File: config.mk
export PLATFORM = sky130hd
export DESIGN_NAME = double_to_hex_float_real8
export DESIGN_NICKNAME = d
export VERILOG_FILES = /design/src/d2h_pkg.sv /design/src/double_to_hex_float_real8.sv /design/src/d2h_lzc.sv /design/src/d2h_conv.sv
export SDC_FILE = /design/constraint.sdc
export NUM_CORES = 1
export LEC_CHECK = 0
export BUFFER_PORTS_ARGS = -buffer_cell sky130_fd_sc_hd__buf_2
export CORE_MARGIN = 2
export CORE_UTILIZATION = 51
export CTS_CLUSTER_DIAMETER = 50
export CTS_CLUSTER_SIZE = 16
export DETAILED_ROUTE_END_ITERATION = 6
export MAX_ROUTING_LAYER = met4
export PLACE_DENSITY = 0.74
export RECOVER_POWER = 100
export SYNTH_ARGS = -nofsm -noshare
export SYNTH_HDL_FRONTEND = slang
export SYNTH_SLANG_ARGS = --single-unit
File: constraint.sdc
create_clock -name clk -period 6.4 [get_ports clk]
set_input_delay 0.32 -clock clk [delete_from_list [all_inputs] [get_ports clk]]
set_output_delay 0.32 -clock clk [all_outputs]
set_load 0.005 [all_outputs]
File: src/d2h_pkg.sv
// shared types and constants for the double to hex float converter
// no dependencies
`default_nettype none
package d2h_pkg;
	localparam int unsigned DBL_W = 64;
	localparam int unsigned FRAC_W = 52;
	localparam int unsigned BEXP_W = 11;
	localparam int unsigned HFRAC_W = 56;
	localparam int unsigned LZ_W = 6;

	localparam logic [1:0] ST_OK   = 2'd0;
	localparam logic [1:0] ST_WRAP = 2'd1;
	localparam logic [1:0] ST_NAN  = 2'd2;

	localparam logic [BEXP_W-1:0] BEXP_MAX = 11'h7FF;

	typedef struct packed {
		logic [DBL_W-1:0] word;
		logic [1:0]       status;
	} d2h_result_t;
endpackage
`default_nettype wire

File: src/double_to_hex_float_real8.sv
// channel | handshake                | payload
// in      | in_valid / in_ready      | double_bits
// out     | out_valid / out_ready    | real8_bits, status
// one word per cycle sustained while out_ready is high; a word passes through the input
// register, the conversion logic and the result register
// arst_n clears both stage valid flags; payload registers are not reset
// a stalled result holds in the result register while the input register
// still takes a word if it is empty or moving forward
`default_nettype none
module double_to_hex_float_real8 (
	input  wire logic                       clk,
	input  wire logic                       arst_n,
	input  wire logic                       in_valid,
	output logic                            in_ready,
	input  wire logic [d2h_pkg::DBL_W-1:0]  double_bits,
	output logic                            out_valid,
	input  wire logic                       out_ready,
	output logic [d2h_pkg::DBL_W-1:0]       real8_bits,
	output logic [1:0]                      status
);
	import d2h_pkg::*;

	logic             v_s1, v_s2;
	logic [DBL_W-1:0] bits_s1;
	d2h_result_t      res;
	d2h_result_t      res_s2;
	logic             adv;

	assign adv      = !v_s2 || out_ready;
	assign in_ready = !v_s1 || adv;

	d2h_conv u_conv (
		.bits(bits_s1),
		.res (res)
	);

	always_ff @(posedge clk or negedge arst_n) begin
		if (!arst_n) begin
			v_s1 <= 1'b0;
			v_s2 <= 1'b0;
		end else begin
			if (in_ready) v_s1 <= in_valid;
			if (adv) v_s2 <= v_s1;
		end
	end

	always_ff @(posedge clk) begin
		if (in_valid && in_ready) bits_s1 <= double_bits;
		if (adv && v_s1) res_s2 <= res;
	end

	assign out_valid  = v_s2;
	assign real8_bits = res_s2.word;
	assign status     = res_s2.status;

	a_nan_zero: assert property (@(posedge clk) disable iff (!arst_n)
		(out_valid && status == ST_NAN) |-> (real8_bits == '0))
		else $error("nan word not zero");
	a_norm: assert property (@(posedge clk) disable iff (!arst_n)
		(out_valid && real8_bits != '0) |-> (real8_bits[55:52] != 4'd0))
		else $error("fraction not normalized");
	a_code: assert property (@(posedge clk) disable iff (!arst_n)
		out_valid |-> (status == ST_OK || status == ST_WRAP || status == ST_NAN))
		else $error("bad status");
	a_flow: assert property (@(posedge clk) disable iff (!arst_n)
		(in_valid && in_ready) |=> v_s1)
		else $error("accepted word lost");
endmodule
`default_nettype wire

File: src/d2h_lzc.sv
// leading zero count of the 52-bit trailing significand
// uses d2h_pkg
`default_nettype none
module d2h_lzc (
	input  wire logic [d2h_pkg::FRAC_W-1:0] frac,
	output logic [d2h_pkg::LZ_W-1:0]        lz
);
	import d2h_pkg::*;

	always_comb begin
		lz = LZ_W'(FRAC_W);
		// highest set bit is assigned last and wins
		for (int i = 0; i < FRAC_W; i++) begin
			if (frac[i]) begin
				lz = LZ_W'(FRAC_W - 1 - i);
			end
		end
	end
endmodule
`default_nettype wire

File: src/d2h_conv.sv
// combinational binary64 to hex float conversion
// uses d2h_pkg and d2h_lzc
`default_nettype none
module d2h_conv (
	input  wire logic [d2h_pkg::DBL_W-1:0] bits,
	output d2h_pkg::d2h_result_t           res
);
	import d2h_pkg::*;

	logic                    sign;
	logic [BEXP_W-1:0]       bexp;
	logic [FRAC_W-1:0]       frac;
	logic [LZ_W-1:0]         lz;
	logic                    is_sub;
	logic [FRAC_W:0]         mag;
	logic [LZ_W-1:0]         bl;
	logic signed [11:0]      p;
	logic signed [11:0]      h;
	logic signed [11:0]      hexp;
	logic signed [11:0]      neg_p;
	logic [LZ_W-1:0]         sh;
	logic [HFRAC_W-1:0]      hfrac;
	logic                    wrap;

	assign sign = bits[63];
	assign bexp = bits[62:52];
	assign frac = bits[FRAC_W-1:0];

	d2h_lzc u_lzc (
		.frac(frac),
		.lz  (lz)
	);

	always_comb begin
		is_sub = (bexp == '0);
		mag    = is_sub ? {1'b0, frac} : {1'b1, frac};
		bl     = is_sub ? (6'd52 - lz) : 6'd53;
		// binary magnitude lies in [2^(p-1), 2^p)
		p      = is_sub ? ($signed({6'b0, bl}) - 12'sd1074)
		                : ($signed({1'b0, bexp}) - 12'sd1022);
		h      = (p + 12'sd3) >>> 2;
		hexp   = h + 12'sd64;
		neg_p  = -p;
		sh     = 6'd56 - bl - {4'b0, neg_p[1:0]};
		hfrac  = {3'b0, mag} << sh;
		wrap   = (hexp < 12'sd0) || (hexp > 12'sd127);
		if (bexp == BEXP_MAX) begin
			res.word   = '0;
			res.status = ST_NAN;
		end else if (is_sub && (frac == '0)) begin
			res.word   = '0;
			res.status = ST_OK;
		end else begin
			res.word   = {sign, hexp[6:0], hfrac};
			res.status = wrap ? ST_WRAP : ST_OK;
		end
	end
endmodule
`default_nettype wire
* Word-level counts from Yosys, hierarchy flattened
Cells that the tools add are included.
** Operators by class
- Add/sub/neg operators :: 8
- Magnitude comparators :: 2
- Equal/unequal tests :: 1
- Shift-type cells :: 1
- Mux-type cells :: 57
- Reduce and logical (&&, ||, !) cells :: 11
** Operators by type and width (count)
- $mux W6 :: 52
- $shl A53 B6 Y56 :: 1
- $mux W53 :: 1
- $logic_not A52 Y1 :: 1
- $add A12 B3 Y12 const B :: 1
- $mux W12 :: 1
- $sub A11 B10 Y12 const B :: 1
- $sub A6 B11 Y12 const B :: 1
- $sub A6 B6 Y6 const A :: 2
- $add A10 B8 Y11 const B :: 1
- $eq A11 B11 Y1 const B :: 1
- $gt A11 B8 Y1 const B :: 1
- $logic_not A11 Y1 :: 1
- $lt A11 B1 Y1 const B :: 1
- $sub A6 B2 Y6 :: 1
- $logic_and A1 B1 Y1 :: 3
- $logic_or A1 B1 Y1 :: 3
- $mux W3 :: 1
- $logic_not A1 Y1 :: 2
- $mux W2 :: 1
- $neg A2 Y2 :: 1
- $reduce_or A2 Y1 :: 1
- $mux W1 :: 1
** Word-level totals
- Register bits after elaboration :: 132
- Bits of input ports :: 68
- Word-level logic and storage cells :: 86

* Longest topological paths before layout
Gate-level depths: netlist of run 1.
- Depth in word-level cells :: 62
- Gate-level depth with buffers :: 25
- Depth with buffers taken out :: 25

* Cells and area by module
From an unflattened synthesis of run 1, not the netlist that was laid out.
** Second synthesis, totals
- Cells, all modules :: 817
- Area, all modules :: 9177.6 um^2
** Modules (own cells, without submodules)
- d2h_conv :: times used 1, cells an instance 566, area each 4544.4 um^2
- double_to_hex_float_real8 :: times used 1, cells an instance 138, area each 4007.6 um^2
- d2h_lzc :: times used 1, cells an instance 113, area each 625.6 um^2

* Worst setup path after synthesis of run 1
Ideal clock, no wire load.
- Kind :: register -> register
- Start :: reg bits_s1[11]
- End :: reg res_s2, in the netlist real8_bits[50], data pin
- Setup time :: 0.275 ns
- Arrival :: 4.936 ns
- Data required time :: 6.125 ns
- Path slack :: 1.190 ns
- Stages on the path, launching flop included :: 22
- Path buffers :: 3
- Path through :: edfxtp_1 or3_1 a221o_1 a21oi_2 o221ai_2 a21oi_4 inv_4 ha_1 nand4_1 nand2b_1 ha_1 ha_1 inv_1 ha_1 fa_1 clkbuf_1 buf_1 clkbuf_1 mux2i_1 mux2i_1 mux2i_1 a211oi_1
** Between the ends
- Cells in the longest elaborated chain, start to end :: 48
- Elaborated cells on any way between the ends :: 53
- Classes of those cells :: add/sub: 5; shift: 1; mux: 44; reduce/logical: 3
** Ends and longest elaborated chain
- start: declaration :: RTL line double_to_hex_float_real8.sv:24 : logic [DBL_W-1:0] bits_s1;
- start signal: assignment :: RTL line double_to_hex_float_real8.sv:48 : if (in_valid && in_ready) bits_s1 <= double_bits;
- $mux W6 (41 in series) :: RTL line d2h_lzc.sv:14 : if (frac[i]) begin
- $sub A6 B6 Y6 :: RTL line d2h_conv.sv:37 : bl = is_sub ? (6'd52 - lz) : 6'd53;
- $mux W6 :: RTL line d2h_conv.sv:37
- $sub A6 B11 Y12 :: RTL line d2h_conv.sv:39 : p = is_sub ? ($signed({6'b0, bl}) - 12'sd1074)
- $mux W12 :: RTL line d2h_conv.sv:39
- $neg A2 Y2 :: RTL line d2h_conv.sv:43 : neg_p = -p;
- $sub A6 B2 Y6 :: RTL line d2h_conv.sv:44 : sh = 6'd56 - bl - {4'b0, neg_p[1:0]};
- $shl A53 B6 Y56 :: RTL line d2h_conv.sv:45 : hfrac = {3'b0, mag} << sh;
- end signal: assignment :: RTL line double_to_hex_float_real8.sv:49 : if (adv && v_s1) res_s2 <= res;
- end: declaration :: RTL line double_to_hex_float_real8.sv:26 : d2h_result_t res_s2;
Parallel ways exist; a longest one is shown, timed or not.
A chain may end at the register's enable or synchronous reset.

* Worst setup path after layout of run 1
- Start :: reg bits_s1[13]
- End :: reg res_s2, in the netlist real8_bits[34], data pin
** Between the ends
- Cells in the longest elaborated chain, start to end :: 46
- Elaborated cells on any way between the ends :: 51
- Classes of those cells :: add/sub: 5; shift: 1; mux: 42; reduce/logical: 3
** Ends and longest elaborated chain (RTL line)
- $mux W6 (39 in series) :: d2h_lzc.sv:14
- $sub A6 B6 Y6 :: d2h_conv.sv:37
- $mux W6 :: d2h_conv.sv:37
- $sub A6 B11 Y12 :: d2h_conv.sv:39
- $mux W12 :: d2h_conv.sv:39
- $neg A2 Y2 :: d2h_conv.sv:43
- $sub A6 B2 Y6 :: d2h_conv.sv:44
- $shl A53 B6 Y56 :: d2h_conv.sv:45
Parallel ways exist; a longest one is shown, timed or not.

==> results of run 1 <==
## cell type report
class                      instances  area (um2)
tap                              225         282
fill                            1475        6800
inverter                          32         123
clock buffer                      18         429
sequential                       132        3950
multi-input combinational        656        4770
timing repair buffer             155         778
clock inverter                    14         105
## sequential cells by signal, indices dropped and copies added (netlist names)
register and flops:
bits_s1 64, out_valid 1, real8_bits 64, status 2, v_s1 1
## stage by stage
step                      setup WS [ns]  power [mW]  hold slack, ns  std cells  utilization
final                             0.386        2.49          0.0599       1232        0.606
after global routing             0.0369        2.59          0.0513       1232        0.606
after CTS                         0.432        2.49          0.0509       1232        0.609
after detailed placement          0.441        1.61           0.106       1199        0.577
after global placement            0.526        1.60           0.105       1199        0.577
after floorplan                    1.19        1.43          0.0244        869            -
## report_power, final
group          switching [mW]  leakage, nW  internal (mW)  total [mW]
combinational           0.298         2.27          0.194       0.491
clock                   0.389        0.245          0.497       0.886
sequential             0.0510         1.27           1.06        1.11
total                   0.738         3.78           1.75        2.49
## worst min-delay path by stage
stage               startpoint                     to  slack [ns]
6_report       double_bits[42]  bits_s1[42]$_DFFE_PP_        0.06
5_1_grt         double_bits[8]   bits_s1[8]$_DFFE_PP_        0.05
4_1_cts        double_bits[42]  bits_s1[42]$_DFFE_PP_        0.05
3_5_place_dp            arst_n       v_s1$_DFFE_PN0N_        0.11
3_3_place_gp            arst_n       v_s1$_DFFE_PN0N_        0.11
2_1_floorplan           arst_n  out_valid$_DFFE_PN0P_        0.02
## routing by layer
layer	vias to the layer above	GRT usage
met5	-	-
met4	0	0.0723
met3	30	0.0404
met2	286	0.379
met1	3344	0.361
li1	3532	-
## cells in the final DEF (no fill, tap or decap), types with 5 or more instances in the layout
cell,synthesis,layout
a211oi_1,33,33
a21oi_1,57,57
a31oi_1,6,6
and2_1,12,10
buf_2,11,94
buf_4,0,14
clkbuf_1,28,42
clkbuf_16,0,17
clkinvlp_4,0,6
edfxtp_1,130,130
ha_1,12,11
inv_1,31,31
mux2_2,6,6
mux2i_1,178,178
nand2_1,53,52
nand2b_1,7,7
nand3_1,9,9
nand4_1,7,7
nor2_1,104,104
nor2b_1,6,6
nor3_1,22,22
nor4_1,15,14
o211ai_1,6,6
o21ai_0,20,20
o22a_1,7,7
o31ai_1,5,5
or4_1,6,6
xnor2_1,10,10
xor2_1,10,8
## cell families after synthesis
logic type               Yosys count  share of synthesized area
AND/OR/NAND/NOR                  263                      0.140
multiplexers                     185                      0.208
AO/OA/AOI/OAI                    175                      0.137
flip-flops                       132                      0.440
buffers and inverters             81                     0.0356
XOR/XNOR                          20                     0.0195
adder cells (fa/ha/maj)           13                     0.0189
## timing repair
item                       4_1_cts  5_1_grt
setup endpoints to repair        0        1
gates resized for setup          0        2
hold endpoints to repair         2        0
hold buffers                     1        0
==> run metrics, run 1 <==
Crit Path Max Fanout 21; Crit. Startpoint bits_s1[13]$_DFFE_PP_; min-delay worst type in2reg; worst stage delay on the critical path 0.59 ns; RSZ-0062 raised after global routing no; Final Net Count roughly 1100; total CTS buffers 17; vias in the first global route 6520; Die ar. 0.0187 mm2; cell count after synthesis 869; Worst IR Drop VDD about 0.00025 V; Synthesis Warnings 0; crit path cell chain or3_1, a221o_1, a21oi_2, o221ai_2, a21oi_4, inv_4, ha_1, nand4_1, nand2b_1, ha_1, ha_1, inv_1, ha_2, clkbuf_2, clkbuf_2, mux2i_1, mux2i_1, mux2i_1, mux2i_1, o22a_1, nor2_1; CP max stage cell ha_2; Worst setup endpoint real8_bits[34]$_SDFFCE_PP0P_; Die W ~140 um; die extent in y 137 um; Worst setup SP type flip-flop; First DRT Iteration DRCs between 600 and 700; DR WL met2 roughly 10 mm; post-synth cell types between 70 and 80; final setup TNS 0 ns; top-count cell post-synth mux2i_1; DRT Pass-1 Iters 6; CTS Root Buffer Type clkbuf_16; Max Transition Viols Final between 100 and 150; fmax approximately 170 MHz; worst setup path category reg2reg; Area growth, synth to finish 16.2%; flops & latches, synth about 130; largest net degree at the start of global routing roughly 70; required time of the critical path 6.65 ns; antenna fix cells 0; final instance area between 0.01 and 0.015 mm2; vias per inst 5.84; critical path endpoint category flip-flop; clock sink count 132; GR Util All Layers 0.254; Rel. slew slack -1.24; worst slew pin tran roughly 3.4 ns; synth top area cells edfxtp_1, mux2i_1, nor2_1; Buffers on Ports ~140; via count 7192; Crit path depth 21; CTS tree done; GPL Wtd Cong around 1; drt drc 0; Boundary Pins between 100 and 150; P_leak 3.78 nW; PD cells 238 mW/mm2; Syn Nets 950; M1 WL 10.8 mm; failing checks capacitance limit, slew limit; Clock Latency Late Sink about 0.43 ns; outcome finished with violations; wire per inst between 15 and 20 um; Synth top cells by count mux2i_1, edfxtp_1, nor2_1; Final period util 0.940; first-pass GRT wire length between 30 and 40 mm; final hold viol count 0; ys flop type edfxtp_1; R2R Setup Slk between 0.3 and 0.4 ns; Worst R2R Path Depth 21; worst clock skew 0.0108 ns; initial antenna violation count 0; syn avg cell area 10.3 um2; Placed Area between 0.009 and 0.01 mm2; top-area cell type share of the netlist area 0.434; Synth area leader edfxtp_1; Core Area 0.0172 mm2; share of cells above drive strength 1 0.177; Site Rows 48; CP arrival around 6.3 ns; EDFF count, synth 130; fraction of registers with async set/reset 0.0152; GR Overflow Total 0; starting density of the core 0.521; DR top layer met4; CP delay by family, top adder cells; Synth Cell Area around 0.009 mm2; Clock transition at path regs 0.06 ns; Final min period 6.01 ns; Max Cap Viol 2; Setup violations, final 0; crit path buf inv count 4; worst r2r src bits_s1[13]$_DFFE_PP_; Worst Hold Depth 1; most frequent cell on the critical path mux2i_1; met3 wire len 1.30 mm; reg2reg end real8_bits[34]$_SDFFCE_PP0P_; Seq/Total Area, Yosys 0.440; post-route ant nets 0; H-tree levels 4; Post-DP HPWL 17.5 mm; Routed WL around 23 mm; Post-CTS Setup Bufs 0; CTS max path bufs 2
No activity file was read; power rests on OpenSTA's default activity.
==> inputs of run 2 (changes only) <==
--- a/config.mk
+++ b/config.mk
@@ -8,6 +8,7 @@
 export BUFFER_PORTS_ARGS = -buffer_cell sky130_fd_sc_hd__buf_2
 export CORE_MARGIN = 2
 export CORE_UTILIZATION = 51
+export CTS_BUF_LIST = sky130_fd_sc_hd__clkbuf_4
 export CTS_CLUSTER_DIAMETER = 50
 export CTS_CLUSTER_SIZE = 16
 export DETAILED_ROUTE_END_ITERATION = 6
==> run 2 against run 1 <==
Against the previous run:
- the flow still finishes with violations (capacitance limit, slew limit)
- sequential power barely moved
- sequential cell count did not move
- clock skew rose by 0.015 ns
- worst hold slack got worse by 0.025 ns
- register-to-register slack barely moved
- final area rose by 3.4%
- sequential share of layout area fell by 1.3 points
- final cell count rose by 5.4%
- critical path type unchanged
- critical endpoint is now real8_bits[46]$_SDFFCE_PP0P_
- largest cell class unchanged
==> run metrics, run 2 (synthesis results as in run 1) <==
most frequent cells in the layout mux2i_1, edfxtp_1, nor2_1; worst slew pin tran 3.38 ns (+0.0186 ns); Post-DP HPWL 17.5 mm (unchanged); initial antenna violation count 1 (+1); Area growth, synth to finish 20.1%; wire per inst 18.6 um (+0.69%); outcome finished with violations; largest net degree at the start of global routing 71 (unchanged); Core Area 0.0172 mm2 (unchanged); worst clock skew 0.0262 ns (+0.0154 ns); Hold WS 0.0345 ns (-0.0255 ns); first-pass GRT wire length 37.3 mm (+5.5%); Worst Hold Depth 3 (+2); CTS tree done; Buffers on Ports 135 (unchanged); Final period util 0.940 (about the same); Worst R2R Path Depth 21 (unchanged); final hold viol count 0 (unchanged); P_leak 3.91 nW (+3.4%); DRT Pass-1 Iters 5 (-1); vias in the first global route 6946 (+6.5%); fmax 166 MHz (about the same); Max Transition Viols Final 132 (unchanged); fill count 1454 (-1.4%); Clock Latency Late Sink 0.58 ns (+0.15 ns); Worst setup SP type flip-flop; H-tree levels 4 (unchanged); First DRT Iteration DRCs 698 (+1.7%); PD cells 198 mW/mm2 (-17%); Site Rows 48 (unchanged); Max Cap Viol 2 (unchanged); Clock transition at path regs 0.11 ns (+0.05 ns); post-route ant nets 0 (unchanged); drt drc 0 (unchanged); RSZ-0062 raised after global routing no; Placed Area 0.00995 mm2 (unchanged); CP arrival 6.28 ns (about the same); CTS Root Buffer Type clkbuf_4; Core Util, Final 0.626 (+0.0207); CTS max path bufs 2 (unchanged); Setup violations, final 0 (unchanged); Die ar. 0.0187 mm2 (unchanged); Die W 137 um (unchanged); die extent in y 137 um (unchanged); required time of the critical path 6.67 ns (+0.02 ns); vias per inst 5.76 (-1.3%); Final min period 6.01 ns (+0.000419 ns); total CTS buffers 17 (unchanged); DP Worst Slack 0.441 ns (unchanged); GR Util All Layers 0.269 (+0.0146); min-delay worst type in2reg; Boundary Pins 136 (unchanged); final instance area 0.0108 mm2 (+3.4%); most common cell after layout, fill and taps aside mux2i_1; share of cells above drive strength 1 0.164 (-0.0126); Routed WL 24.1 mm (+6.1%); Worst IR Drop VDD 0.000142 V (-43%); critical path endpoint category flip-flop; placed insts 1199 (unchanged); Final Net Count 1140 (+6.0%); Rel. slew slack -1.25 (-0.0124); Final Non-Filler Cells 1298 (+5.4%); via count 7476 (+3.9%); final setup TNS 0 ns (unchanged); Post-CTS Setup Bufs 0 (unchanged); failing checks capacitance limit, slew limit; worst setup path category reg2reg; GR Overflow Total 0 (unchanged); Crit Path Max Fanout 21 (unchanged); starting density of the core 0.521 (unchanged); setup ws final 0.385 ns (-0.000419 ns); GPL Wtd Cong 0.982 (unchanged); clock sink count 132 (unchanged); power consumption 2.14 mW (-14%)
## run 2: area by class of cell
cell class / count / area (um2) / area share
tap: 225 / 282 / 0.0261
antenna: 1 / 2.50 / 0.000232
clock buffer: 18 / 135 / 0.0125
timing repair buffer: 220 / 1420 / 0.132
sequential: 132 / 3950 / 0.366
multi-input combinational: 656 / 4770 / 0.442
clock inverter: 14 / 105 / 0.00974
inverter: 32 / 123 / 0.0114
## run 2: worst max-delay path, cell delays in order, from the launching register on
cell      delay (ns)
edfxtp_1        0.49
nor4_1          0.43
o21ai_0         0.15
nand4_1         0.11
o21ai_0         0.17
and2_1          0.21
o311ai_0        0.34
ha_1            0.31
nand4_1         0.18
nand2b_1        0.12
ha_1            0.31
ha_1            0.27
inv_1           0.04
ha_2            0.59
nor2_1          0.09
a31oi_1         0.39
inv_1           0.16
mux2i_1         0.43
mux2i_1         0.24
mux2_2          0.33
a22oi_1         0.27
nor2_1          0.08
## run 2: timing repair
| action | in CTS | in global routing |
|---|---|---|
| hold buffers | 66 | 0 |
| hold endpoints to repair | 67 | 0 |
| gates resized for setup | 0 | 2 |
| endpoints found under the setup margin | 0 | 2 |
## run 2: where the power goes
part	internal [mW]	leakage [nW]	switching, mW
Clock	0.160	0.117	0.349
Combinational	0.220	2.53	0.305
Sequential	1.05	1.27	0.0514
## run 2: layer usage
layer  vias to the layer above  part of all wire  track usage
met2                       294              0.47        0.418
met1                      3485              0.46        0.369
li1                       3655                 -            -
met3                        42             0.055       0.0356
met4                         0             0.020       0.0833
met5                         -                 0            -
## run 2: final timing paths
kind | from | endpoint | slack [ns]
max reg2reg | bits_s1[16]$_DFFE_PP_ | real8_bits[46]$_SDFFCE_PP0P_ | 0.39
max | bits_s1[16]$_DFFE_PP_ | real8_bits[46]$_SDFFCE_PP0P_ | 0.39
min in group asynchronous | arst_n | out_valid$_DFFE_PN0P_ | 0.07
min reg2reg | v_s1$_DFFE_PN0N_ | out_valid$_DFFE_PN0P_ | 0.51
max in group asynchronous | arst_n | v_s1$_DFFE_PN0N_ | 6.21
min | out_ready | out_valid$_DFFE_PN0P_ | 0.03
==> inputs of run 3 (changes only) <==
--- a/config.mk
+++ b/config.mk
@@ -14,7 +14,7 @@
 export DETAILED_ROUTE_END_ITERATION = 6
 export MAX_ROUTING_LAYER = met4
 export PLACE_DENSITY = 0.74
-export RECOVER_POWER = 100
+export RECOVER_POWER = 25
 export SYNTH_ARGS = -nofsm -noshare
 export SYNTH_HDL_FRONTEND = slang
 export SYNTH_SLANG_ARGS = --single-unit
==> run 3 against run 2 <==
Against the previous run:
- the flow now finishes without violations
- maximum frequency increased by 0.79%
- utilization increased by 0.31 points
- clock power about the same
- sequential cell count unchanged
==> run metrics, run 3 (synthesis results as in run 1) <==
reg2reg end real8_bits[46]$_SDFFCE_PP0P_; share of cells above drive strength 1 0.199 (+0.0345); Routed WL 24.1 mm (about the same); Final Net Count 1140 (unchanged); via count 7521 (+0.60%); starting density of the core 0.521 (unchanged); Final Non-Filler Cells 1298 (unchanged); GR Overflow Total 0 (unchanged); Worst IR Drop VDD 0.000141 V (-0.77%); Area growth, synth to finish 20.7%; PD cells 197 mW/mm2 (-0.43%); die extent in y 137 um (unchanged); setup ws final 0.433 ns (+0.0471 ns); H-tree levels 4 (unchanged); P_leak 4.02 nW (+2.7%); Hold EP out_valid$_DFFE_PN0P_; Final min period 5.97 ns (-0.0471 ns); min-delay worst type in2reg; Setup violations, final 0 (unchanged); Clock transition at path regs 0.11 ns (about the same); Worst R2R Path Depth 21 (unchanged); hold path startpoint out_ready; Buffers on Ports 135 (unchanged); required time of the critical path 6.69 ns (+0.02 ns); total CTS buffers 17 (unchanged); drt drc 0 (unchanged); vias in the first global route 6946 (unchanged); Core Util, Final 0.629 (+0.00312); fmax 168 MHz (+0.79%); GR Util All Layers 0.269 (unchanged); most frequent cells in the layout mux2i_1, edfxtp_1, buf_2; combinational share of power 0.249 (+0.004); Site Rows 48 (unchanged); placed insts 1199 (unchanged); Max Cap Viol 0 (-2); worst slew pin tran 0.813 ns (-2.57 ns); CTS max path bufs 2 (unchanged); Worst setup SP type flip-flop; first-pass GRT wire length 37.3 mm (unchanged); clock sink count 132 (unchanged); vias per inst 5.79 (+0.60%); Worst Hold Depth 3 (unchanged); First DRT Iteration DRCs 730 (+4.6%); worst setup path category reg2reg; CTS tree done; DRT Pass-1 Iters 5 (unchanged); Die ar. 0.0187 mm2 (unchanged); final setup TNS 0 ns (unchanged); worst r2r src bits_s1[16]$_DFFE_PP_; power consumption 2.14 mW (about the same); largest net degree at the start of global routing 71 (unchanged); wire per inst 18.6 um (about the same); most common cell after layout, fill and taps aside mux2i_1; R2R Setup Slk 0.43 ns (+0.05 ns); Psw 0.705 mW (about the same); Die W 137 um (unchanged); Clock Latency Late Sink 0.58 ns (about the same); switching part of the total 0.329 (about the same); CTS Root Buffer Type clkbuf_4; Internal Pwr Total 1.44 mW (about the same); worst clock skew 0.0286 ns (+0.00234 ns); power share of the clock group 0.238 (about the same); RSZ-0062 raised after global routing no; Rel. slew slack 0.456 (+1.71); critical path endpoint category flip-flop; Post-CTS Setup Bufs 0 (unchanged); DP Worst Slack 0.441 ns (unchanged); Crit Path Max Fanout 21 (unchanged); Final period util 0.932 (-0.00736); final hold viol count 0 (unchanged); Boundary Pins 136 (unchanged); Reg power frac 0.514 (-0.003); Post-DP HPWL 17.5 mm (unchanged); post-route ant nets 0 (unchanged); Core Area 0.0172 mm2 (unchanged); outcome finished, final reports clean; initial antenna violation count 1 (unchanged); GPL Wtd Cong 0.982 (unchanged); Max Transition Viols Final 0 (-100%); CP arrival 6.25 ns (-0.03 ns)
run 3: cell count changes in the layout (fill, tap and decap cells not counted), moves of 2 or more:
cell      previous run  this run
and2_1               6        10
clkbuf_2             2         0
buf_2               91       124
clkbuf_1            45        11
and2_0               4         0
buf_4               14        18
run 3: worst max-delay path by stage:
| stage | startpoint | endpoint | slack [ns] | cells after the start |
|---|---|---|---|---|
| 2_1_floorplan | bits_s1[11]$_DFFE_PP_ | real8_bits[50]$_SDFFCE_PP0P_ | 1.19 | 21 |
| 3_3_place_gp | bits_s1[40]$_DFFE_PP_ | status[0]$_SDFFCE_PP0P_ | 0.53 | 25 |
| 3_5_place_dp | bits_s1[40]$_DFFE_PP_ | status[0]$_SDFFCE_PP0P_ | 0.44 | 25 |
| 4_1_cts | bits_s1[40]$_DFFE_PP_ | status[0]$_SDFFCE_PP0P_ | 0.44 | 25 |
| 5_1_grt | bits_s1[26]$_DFFE_PP_ | real8_bits[46]$_SDFFCE_PP0P_ | 0.07 | 20 |
| 6_report | bits_s1[16]$_DFFE_PP_ | real8_bits[46]$_SDFFCE_PP0P_ | 0.43 | 21 |
run 3: cell type report:
cell class | instances | area, um2
repair buffers | 220 | 1480
inverters | 32 | 123
clock buffers | 18 | 135
well taps | 225 | 282
clock inverters | 14 | 105
multi-input cells | 656 | 4770
diodes | 1 | 2.50
flip-flops and latches | 132 | 3950
fillers | 1429 | 6390
run 3: stage by stage:
| step | hold WS, ns | area [um2] |
|---|---|---|
| global placement | 0.105 | 9950 |
| finish | 0.0338 | 10800 |
| detailed placement | 0.106 | 9950 |
| CTS | 0.0125 | 10800 |
| floorplan | 0.0244 | 8980 |
| global route | 0.0342 | 10800 |
run 3: critical path, stage by stage, from the launching register on:
cell	delay, ns
edfxtp_1	0.48
nor4_1	0.43
o21ai_0	0.15
nand4_1	0.11
o21ai_0	0.17
and2_1	0.21
o311ai_0	0.34
ha_1	0.31
nand4_1	0.18
nand2b_1	0.12
ha_1	0.31
ha_1	0.27
inv_1	0.04
ha_2	0.59
nor2_1	0.09
a31oi_1	0.40
inv_1	0.16
mux2i_1	0.42
mux2i_1	0.24
mux2_2	0.32
a22oi_1	0.27
nor2_1	0.07
run 3: what timing repair did:
item                                    4_1_cts  5_1_grt
hold buffers                                 66        0
gates resized for setup                       0        2
endpoints found under the setup margin        0        2
endpoints found under the hold margin        67        0
run 3: power by group through the flow:
stage	Sequential (mW)	Combinational, mW	Clock [mW]
after global placement	1.12	0.487	0
final	1.10	0.532	0.509
after global routing	1.11	0.582	0.555
after detailed placement	1.12	0.492	0
after CTS	1.10	0.525	0.516
after floorplan	1.11	0.314	0
run 3: routing by layer:
metal | wire [um] | vias up | GRT usage | share of wire
met2 | 11200 | 313 | 0.418 | 0.46
met1 | 11100 | 3513 | 0.369 | 0.46
li1 | - | 3655 | - | -
met4 | 486 | 0 | 0.0833 | 0.020
met5 | 0 | - | - | 0
met3 | 1310 | 40 | 0.0356 | 0.054
